`src/hw/rtl/pcm_mix_pkg.sv`:
```
// ----------------------------------------------------------------------------
// pcm_mix_pkg
// Shared constants and types of the two-channel nonlinear PCM mixer.
// ----------------------------------------------------------------------------
package pcm_mix_pkg;

  localparam int SAMPLE_W   = 16;
  localparam int GAIN_W     = 16;
  localparam int CFG_IDX_W  = 2;
  localparam int PIPE_DEPTH = 5;

  localparam logic [GAIN_W-1:0] GAIN_UNITY = 16'd32768;

  localparam logic [CFG_IDX_W-1:0] CFG_GAIN_A = 2'd0;
  localparam logic [CFG_IDX_W-1:0] CFG_GAIN_B = 2'd1;

  localparam logic signed [17:0] MIX_MAX = 18'sd32767;
  localparam logic signed [17:0] MIX_MIN = -18'sd32768;

  // Which correction term the mix applies
  typedef enum logic [1:0] {
    MODE_SUM,
    MODE_NEG,
    MODE_POS
  } mix_mode_t;

endpackage

```
`src/hw/rtl/pcm_mix_gain.sv`:
```
// ----------------------------------------------------------------------------
// pcm_mix_gain
// Scales one sample by a clamped unsigned Q1.15 gain, truncating toward zero.
// Two register stages: product, then rounded-toward-zero shift.
// ----------------------------------------------------------------------------
module pcm_mix_gain import pcm_mix_pkg::*; (
  input  logic                       clk,
  input  logic                       advance,
  input  logic signed [SAMPLE_W-1:0] sample,
  input  logic        [GAIN_W-1:0]   gain,
  output logic signed [SAMPLE_W-1:0] scaled
);

  logic        [GAIN_W-1:0] gain_eff;
  logic signed [31:0]       prod;
  logic signed [31:0]       biased;

  // Clamp the gain to unity
  assign gain_eff = (gain > GAIN_UNITY) ? GAIN_UNITY : gain;

  // Bias negative products so the shift truncates toward zero
  assign biased = prod + (prod[31] ? 32'sd32767 : 32'sd0);

  // Stage one: multiply; stage two: shift down by 15
  always_ff @(posedge clk) begin
    if (advance) begin
      prod   <= 32'(sample) * 32'($signed({1'b0, gain_eff}));
      scaled <= biased[30:15];
    end
  end

endmodule

```
`src/hw/rtl/pcm_mix_core.sv`:
```
// ----------------------------------------------------------------------------
// pcm_mix_core
// Combines the two scaled samples: a + b with a product correction term,
// then saturates. Three register stages: product and sum, quotient
// estimate, correction and saturation.
// ----------------------------------------------------------------------------
module pcm_mix_core import pcm_mix_pkg::*; (
  input  logic                       clk,
  input  logic                       advance,
  input  logic signed [SAMPLE_W-1:0] a,
  input  logic signed [SAMPLE_W-1:0] b,
  output logic signed [SAMPLE_W-1:0] mixed
);

  // Stage three registers
  logic signed [31:0] ab;
  logic signed [16:0] sum;
  mix_mode_t          mode;
  mix_mode_t          mode_next;

  // Stage four registers
  logic        [30:0] ab_d;
  logic        [15:0] quot;
  logic signed [16:0] sum_d;
  mix_mode_t          mode_d;

  logic        [30:0] ab_mag;
  logic        [30:0] ab_est;
  logic        [15:0] quot_next;

  logic        [31:0] quot_times_m;
  logic        [31:0] rem;
  logic        [16:0] quot_fix;
  logic signed [17:0] mix_full;
  logic signed [SAMPLE_W-1:0] mixed_next;

  // Pick the correction from the operand signs
  always_comb begin
    if (a[SAMPLE_W-1] && b[SAMPLE_W-1]) begin
      mode_next = MODE_NEG;
    end else if (!a[SAMPLE_W-1] && (a != '0) && !b[SAMPLE_W-1] && (b != '0)) begin
      mode_next = MODE_POS;
    end else begin
      mode_next = MODE_SUM;
    end
  end

  // Estimate the quotient: by 32768 is a shift, by 32767 uses x + x/2^15
  assign ab_mag = ab[30:0];
  assign ab_est = ab_mag + {15'b0, ab_mag[30:15]};

  always_comb begin
    case (mode)
      MODE_NEG: quot_next = ab_mag[30:15];
      MODE_POS: quot_next = ab_est[30:15];
      default:  quot_next = '0;
    endcase
  end

  // Fix the estimate by one where the remainder reaches 32767
  assign quot_times_m = ({16'b0, quot} << 15) - {16'b0, quot};
  assign rem          = {1'b0, ab_d} - quot_times_m;
  assign quot_fix     = {1'b0, quot} +
                        {16'b0, (mode_d == MODE_POS) && (rem >= 32'd32767)};

  always_comb begin
    case (mode_d)
      MODE_NEG: mix_full = {sum_d[16], sum_d} + $signed({1'b0, quot_fix});
      MODE_POS: mix_full = {sum_d[16], sum_d} - $signed({1'b0, quot_fix});
      default:  mix_full = {sum_d[16], sum_d};
    endcase
  end

  // Saturate to 16 bits
  always_comb begin
    if (mix_full > MIX_MAX) begin
      mixed_next = MIX_MAX[SAMPLE_W-1:0];
    end else if (mix_full < MIX_MIN) begin
      mixed_next = MIX_MIN[SAMPLE_W-1:0];
    end else begin
      mixed_next = mix_full[SAMPLE_W-1:0];
    end
  end

  // Advance the three stages together
  always_ff @(posedge clk) begin
    if (advance) begin
      ab     <= 32'(a) * 32'(b);
      sum    <= {a[SAMPLE_W-1], a} + {b[SAMPLE_W-1], b};
      mode   <= mode_next;
      ab_d   <= ab_mag;
      quot   <= quot_next;
      sum_d  <= sum;
      mode_d <= mode;
      mixed  <= mixed_next;
    end
  end

endmodule

```
`src/hw/rtl/pcm_two_channel_nonlinear_mixer_unit.sv`:
```
// ----------------------------------------------------------------------------
// pcm_two_channel_nonlinear_mixer_unit
// Mixes gain-scaled channels: a+b-ab (both >0), a+b+ab (both <0), else a+b.
// ----------------------------------------------------------------------------
// Usage:
//   Input channel: in_valid / in_stall carry one sample pair (sample_a,
//   sample_b) per request. Output channel: out_valid / out_stall carry
//   mixed_sample. A request is taken when valid is high and stall is low.
//   Gains are written through cfg_write / cfg_index / cfg_data, which the
//   user must do only while the unit is idle; the unit does not enforce
//   this. Index 0 is gain_a, 1 is gain_b, others are ignored. An accepted
//   request passes through gain multiply, gain shift, cross product, quotient
//   estimate and correction/saturation stages to out_valid. Throughput: one
//   request per cycle unless stalled; every stage holds one pipeline slot.
//   Reset clears all slots and sets both gains to unity.
//   When the receiver stalls a waiting result, the whole pipeline holds
//   and in_stall rises in the same cycle; nothing is lost or repeated.
// ----------------------------------------------------------------------------
module pcm_two_channel_nonlinear_mixer_unit import pcm_mix_pkg::*; (
  input  logic                        clk,
  input  logic                        rst,
  input  logic                        cfg_write,
  input  logic        [CFG_IDX_W-1:0] cfg_index,
  input  logic        [GAIN_W-1:0]    cfg_data,
  input  logic                        in_valid,
  output logic                        in_stall,
  input  logic signed [SAMPLE_W-1:0]  sample_a,
  input  logic signed [SAMPLE_W-1:0]  sample_b,
  output logic                        out_valid,
  input  logic                        out_stall,
  output logic signed [SAMPLE_W-1:0]  mixed_sample
);

  logic [GAIN_W-1:0]     gain_a;
  logic [GAIN_W-1:0]     gain_b;
  logic [PIPE_DEPTH-1:0] valid;
  logic                  advance;
  logic signed [SAMPLE_W-1:0] scaled_a;
  logic signed [SAMPLE_W-1:0] scaled_b;

  // Hold every stage while a finished result is stalled
  assign advance   = !valid[PIPE_DEPTH-1] || !out_stall;
  assign in_stall  = !advance;
  assign out_valid = valid[PIPE_DEPTH-1];

  // Gain registers
  always_ff @(posedge clk) begin
    if (rst) begin
      gain_a <= GAIN_UNITY;
      gain_b <= GAIN_UNITY;
    end else if (cfg_write) begin
      unique case (cfg_index)
        CFG_GAIN_A: gain_a <= cfg_data;
        CFG_GAIN_B: gain_b <= cfg_data;
        default:    ;
      endcase
    end
  end

  // Shift valid bits alongside the data
  always_ff @(posedge clk) begin
    if (rst) begin
      valid <= '0;
    end else if (advance) begin
      valid <= {valid[PIPE_DEPTH-2:0], in_valid};
    end
  end

  pcm_mix_gain u_gain_a (
    .clk     (clk),
    .advance (advance),
    .sample  (sample_a),
    .gain    (gain_a),
    .scaled  (scaled_a)
  );

  pcm_mix_gain u_gain_b (
    .clk     (clk),
    .advance (advance),
    .sample  (sample_b),
    .gain    (gain_b),
    .scaled  (scaled_b)
  );

  pcm_mix_core u_core (
    .clk     (clk),
    .advance (advance),
    .a       (scaled_a),
    .b       (scaled_b),
    .mixed   (mixed_sample)
  );

endmodule

```
`config.mk`:
```
export PLATFORM = sky130hd
export DESIGN_NAME = pcm_two_channel_nonlinear_mixer_unit
export DESIGN_NICKNAME = d
export VERILOG_FILES = /design/src/hw/rtl/pcm_mix_pkg.sv /design/src/hw/rtl/pcm_mix_gain.sv /design/src/hw/rtl/pcm_mix_core.sv /design/src/hw/rtl/pcm_two_channel_nonlinear_mixer_unit.sv
export SDC_FILE = /design/constraint.sdc
export NUM_CORES = 2
export LEC_CHECK = 0
export BUFFER_PORTS_ARGS = -buffer_cell sky130_fd_sc_hd__buf_2
export CAP_MARGIN = 20
export CORE_ASPECT_RATIO = 2
export CORE_MARGIN = 4
export CORE_UTILIZATION = 40
export DETAILED_ROUTE_END_ITERATION = 6
export SLEW_MARGIN = 25
export SYNTH_ARGS = -nofsm -noshare
export SYNTH_HDL_FRONTEND = slang
export SYNTH_HIERARCHICAL = 1
export SYNTH_SLANG_ARGS = --single-unit
```
`constraint.sdc`:
```
create_clock -name clk -period 10.05 [get_ports clk]
set_clock_uncertainty 0.2 [all_clocks]
set_input_delay 1.005 -clock clk [delete_from_list [all_inputs] [get_ports clk]]
set_output_delay 1.005 -clock clk [all_outputs]
set_load 0.05 [all_outputs]
```
# ---- Yosys cells after proc, flatten, opt, wreduce, memory -nomap -nowiden
# Cells that the tools add are included.
dict set report word_totals {
  output_inout_bits 18
  n_memories 0
  mem_bits_rw 0
  rom_bits 0
  word_cells 61
  input_bits 55
  reg_bits 265
  latch_bits 0
}
dict set report classes {
  eq_ne 5
  n_lt_le_gt_ge 5
  n_mux 8
  n_addsub 9
  multipliers 3
  n_div 0
  bitwise 0
  n_reduce_logical 16
  shift 0
}
# op n
set ops {}
lappend ops {{$mul 16x17->32} 2}
lappend ops {{$add 31x31->31} 2}
lappend ops {{$mux 16} 3}
lappend ops {{$pmux 18 s2} 1}
lappend ops {{$ge 32x15->1 const B} 1}
lappend ops {{$gt 16x16->1 const B} 2}
lappend ops {{$pmux 16 s2} 1}
lappend ops {{$reduce_bool 16->1} 2}
lappend ops {{$sub 31x16->32} 1}
lappend ops {{$sub 31x32->32} 1}
lappend ops {{$add 31x16->31} 1}
lappend ops {{$mul 16x16->31} 1}
lappend ops {{$mux 15} 2}
lappend ops {{$add 18x17->18} 1}
lappend ops {{$gt 18x16->1 const B} 1}
lappend ops {{$lt 18x16->1 const B} 1}
lappend ops {{$sub 18x17->18} 1}
lappend ops {{$add 16x1->17} 1}
lappend ops {{$add 16x16->17} 1}
lappend ops {{$eq 2x1->1 const B} 3}
lappend ops {{$logic_and 1x1->1} 5}
lappend ops {{$logic_not 1->1} 5}
lappend ops {{$eq 2x2->1 const B} 2}
lappend ops {{$reduce_and 2->1} 2}
lappend ops {{other kinds (3)} 3}

# ---- Longest topological paths before layout
dict set report logic_depth {
  depth_word 9
  mapped_depth 38
  depth_no_buf 35
}

# ---- By module
# Netlist, hierarchy kept.
# mod area_per_inst_um2 seq_area_each_um2 cells_each instances
set by_module_without_submodules {}
lappend by_module_without_submodules {pcm_mix_core 19486.2 3963.8 2054 1}
lappend by_module_without_submodules {{pcm_mix_gain (u_gain_b)} 11275.8 1441.4 1244 1}
lappend by_module_without_submodules {{pcm_mix_gain (u_gain_a)} 11243.3 1441.4 1230 1}
lappend by_module_without_submodules {pcm_two_channel_nonlinear_mixer_unit 1539.0 740.7 148 1}

# ---- Worst setup path after synthesis
# No wires, ideal clock.
dict set report synth_path {
  path_kind {register to register}
  from {register u_core.quot[3]}
  to {register u_core.mixed[11], data pin}
  period_less_slack_ps 7126
  slack_ps 2924
  n_path_buf 1
  setup_time_ps 264
  arrival_ps 6662
  required_ps 9586
  stages_incl_launch_ff 34
  cell_sequence {edfxtp_1 -> inv_1 -> ha_1 -> inv_1 -> ha_1 -> and3_1 -> and2_1 -> a221oi_4 -> a211o_1 -> nand3_1 -> a21oi_1 -> mux2_1 -> a2111oi_0 -> o2111ai_1 -> o41a_1 -> ha_1 -> ha_1 -> nor2_1 -> a21oi_1 -> o21ai_0 -> nand4_1 -> nor2b_1 -> xnor2_1 -> ha_1 -> or3_1 -> o221a_2 -> o41ai_4 -> o2111a_2 -> a21oi_1 -> mux2i_1 -> a21o_2 -> buf_2 -> and2b_1 -> o22ai_2}
}
dict set report synth_via {
  elab_chain_len 9
  elab_cells_between_ends 11
  classes_between {add/sub: 5; order compare: 3; mux: 2; reduce/logical: 1}
}
# item line
set synth_lines {}
lappend synth_lines {{start: declaration} pcm_mix_core.sv:23} ;# logic [15:0] quot;
lappend synth_lines {{start signal: assignment} pcm_mix_core.sv:92} ;# quot <= quot_next;
lappend synth_lines {{$sub 31x16->32} pcm_mix_core.sv:61} ;# assign quot_times_m = ({16'b0, quot} << 15) - {16'b0, quot};
lappend synth_lines {{$sub 31x32->32} pcm_mix_core.sv:62} ;# assign rem = {1'b0, ab_d} - quot_times_m;
lappend synth_lines {{$ge 32x15->1} pcm_mix_core.sv:64} ;# {16'b0, (mode_d == MODE_POS) && (rem >= 32'd32767)};
lappend synth_lines {{$logic_and 1x1->1} pcm_mix_core.sv:64}
lappend synth_lines {{$add 16x1->17 (*)} pcm_mix_core.sv:63} ;# assign quot_fix = {1'b0, quot} +
lappend synth_lines {{$sub 18x17->18 / $add 18x17->18 (equally long branches)} {pcm_mix_core.sv:69, pcm_mix_core.sv:68}}
lappend synth_lines {{$pmux 18 s2 (*)} pcm_mix_core.sv:67} ;# case (mode_d)
lappend synth_lines {{$lt 18x16->1} pcm_mix_core.sv:78} ;# end else if (mix_full < MIX_MIN) begin
lappend synth_lines {{$mux 16} pcm_mix_core.sv:78}
lappend synth_lines {{end signal: assignment} pcm_mix_core.sv:95} ;# mixed <= mixed_next;
lappend synth_lines {{end: declaration} pcm_mix_core.sv:12} ;# output logic signed [SAMPLE_W-1:0] mixed
# Mark *: on every way between the ends. The rest lies on a longest branch, timed or not.
# A chain may end at the register's enable or synchronous reset.

# ---- Worst setup path in the final report
dict set report layout_path {
  from {register u_core.quot[8]}
  to {register u_core.mixed[2], data pin}
}
# Same word-level chain as after synthesis.

==> impl_metrics.yaml <==
clock_network:
  clock_path_buffers: 3
  clk_pin_slew_ns: 0.07
  post_cts_buffers: 0
  numCtsBuffers: 28
  cts_resized: 0
  cts_tree: "built"
  h-tree-depth: 1
  clk_latency_ns: 0.66
  hold_buffers: 0
  clockRootBuffer: "clkbuf_16"
  clock_sinks: 265
die:
  dieArea_um2: 114500
  die_h_um: 474.6
  num_io_pins: 73
  start_util: 0.4022
  row_count: 171
  coreArea_um2: 108300
  die_w_um: 241.3
setup_path:
  slowest_stage: "a2111oi_0"
  crit_top_cell: "ha_1"
  critPathMaxStageDelay_ns: 0.82
  reg2reg_from: "u_core/quot[8]"
  critPathKind: "reg -> reg"
  r2r-end: "u_core/mixed[2]"
  cp-end-kind: "flop"
  setup.worst_path.start_class: "flop"
  crit_start: "u_core/quot[8]"
  r2r_cells: 32
  worstPathMaxFanout: 15
  r2r_slack_ns: 1.01
  worst_ep_required_time_ns: 10.33
  arrival_ns: 9.32
  crit_path_end: "u_core/mixed[2]"
finish:
  fin_nets: 5803
  nFillCells: 10698
  seq_area_um2: 7587
  area_growth_pct: 6.074
  diodes: 0
  multi_input_comb_area_um2: 31870
  final_cells: 6050
  drive_gt1_frac: 0.04994
placed_design:
  dp_hpwl_um: 97020
  port_buffers: 72
  gp_congestion: 0.8931
  dp_slack_ns: 1.083
  dp_cells: 5999
job:
  cap_violations: 0
yosys:
  async_flop_share: 0
  synth_flop_cell: "edfxtp_1"
  synth_fp_nets: 5834
  yosysTopAreaCell: "fa_1"
  synth_area_per_cell_um2: 9.312
  postSynthCellCount: 4676
  synth_area_leaders: "fa_1, edfxtp_1, ha_1, inv_1, nand2_1"
  synth.distinct_cells: 106
  yosysWarnings: 6
  synth_edf_count: 228
  ys_seq_area_frac: 0.1742
  synth_seq_cells: 265
  synth_top_area_frac: 0.2975
  syn_area_um2: 43540
timing:
  timing.fmax_ghz: 0.1106
  final_max_slew_viol_count: 0
  hold_violations: 0
  fin_ws_ns: 1.008
  hold_ws_ns: 0.2193
  worstMarginPinSlew_ns: 1.060
  rsz0062_at_grt: "false"
  setup_viol: 0
  slew_headroom: 0.2902
  period_needed_ns: 9.042
  fin_crit_sh: 0.8997
  setup_tns_ns: 0
status:
  status: "finished, final reports clean"
worst_hold_path:
  hold_path.class: "reg -> reg"
route:
  vias: 31908
  post-route-drc-count: 0
  drt-vias-per-instance: 5.274
  wl_per_cell_um: 19.42
  wirelength_um: 117500
  drt_iter0_drc: 1090
  drt_pre_antenna_iters: 5
  antenna_left: 0
global_route:
  grt_start_max_net_pins: 115
  antenna_found_initial: 1
  grt_overflow_total: 0
  grt_pass1_vias: 35142
  grtUsageTotal: 0.2071
  grt_pass1_wl_um: 185300
## metrics by stage
step                  util  instance area (um2)
floorplan                -                43540
global placement    0.4182                45270
detailed placement  0.4182                45270
CTS                 0.4266                46190
global route        0.4266                46190
finish              0.4266                46190
## how the worst min path moves through the flow
stage	cells after the start	end	from	slack, ns
final	0	u_core/sum_d[12]	u_core/sum[12]	0.22
after global routing	0	u_core/sum_d[10]	u_core/sum[10]	0.24
after CTS	0	u_core/sum_d[12]	u_core/sum[12]	0.22
after detailed placement	0	u_core/sum_d[12]	u_core/sum[12]	0.20
after global placement	0	u_core/sum_d[16]	u_core/sum[16]	0.20
after floorplan	0	u_core/sum_d[0]	u_core/sum[0]	0.20
## cell usage after synthesis, drive strengths merged, types with 7 or more instances
cell type	instances
buf	20
or3	11
o2111ai	10
a21o	44
and2b	10
o21a	25
ha	456
or2	11
dfxtp	37
fa	647
a21boi	7
o31ai	9
edfxtp	228
and2	285
inv	911
clkbuf	151
o21bai	14
a211o	10
nor4	20
nand2	525
nor3	48
and4	11
a221oi	7
nor2	148
mux2i	45
a31oi	22
nand2b	89
and3	92
o22ai	17
a211oi	24
xor2	56
xnor2	139
nand4	42
nand3	63
o211ai	23
nor2b	38
a21oi	185
a2111oi	7
o21ai	114
## layer usage
metal | wire, um | share of wire | GRT usage | vias to the layer above
met5 | 0 | 0 | 0 | -
met4 | 8835 | 0.075 | 0.1292 | 0
met3 | 2646 | 0.023 | 0.01323 | 383
met2 | 68380 | 0.58 | 0.4275 | 689
met1 | 37650 | 0.32 | 0.1888 | 15933
li1 | - | - | - | 14903
## sequential cells by signal, summed over array words and instances, names as in the netlist, 5 cells and up
name             count
u_gain_a/prod       32
u_gain_b/prod       32
u_core/ab           31
u_core/ab_d         31
u_core/sum          17
u_core/sum_d        17
gain_a              16
gain_b              16
u_core/mixed        16
u_core/quot         16
u_gain_a/scaled     16
u_gain_b/scaled     16
valid                5
## logic make-up (layout without fill, tap and decap cells)
group | count (synthesis) | in the layout | share of synthesized area
AOI/OAI and AO/OA | 568 | 568 | 0.08712
xor gates and xnor gates | 195 | 195 | 0.03983
adders and majority gates | 1103 | 1103 | 0.4285
buffers and inverters | 1084 | 1074 | 0.09428
DFF | 265 | 265 | 0.1742
muxes | 51 | 51 | 0.01190
and+or+nand+nor | 1410 | 1410 | 0.1642
## layout by cell type, fill, tap and decap left out, types with 14 or more instances in the layout
cell type    n
inv_1      908
fa_1       647
nand2_1    525
ha_1       456
and2_1     285
edfxtp_1   228
a21oi_1    182
nor2_1     143
xnor2_1    139
o21ai_0     94
and3_1      91
nand2b_1    89
buf_2       72
nand3_1     60
xor2_1      54
nor3_1      47
mux2i_1     45
a21o_1      43
nand4_1     42
buf_4       38
dfxtp_1     37
nor2b_1     30
clkbuf_16   28
o21a_1      24
o211ai_1    22
a31oi_1     22
o21ai_1     20
a211oi_1    19
nor4_1      18
o21bai_1    14
## worst max-delay path: cells and delay by family (launching register included)
kind | cells | cell delay (ns)
flip-flops | 1 | 0.47
AND/OR/NAND/NOR | 8 | 1.79
AO/OA/AOI/OAI | 11 | 3.59
multiplexers | 3 | 0.53
buffers and inverters | 3 | 0.48
XOR/XNOR | 2 | 0.35
adder cells (fa/ha/maj) | 5 | 1.47
## layout make-up
class	instances	area share
multi-input cells	3327	0.6900
flip-flops and latches	265	0.1643
inverters	913	0.07436
well taps	1384	0.03749
clock buffers	33	0.01558
repair buffers	110	0.01398
clock inverters	18	0.004307
Power is not shown: default switching activity piles up to over one toggle a cycle in this logic, so the estimate is an artifact.
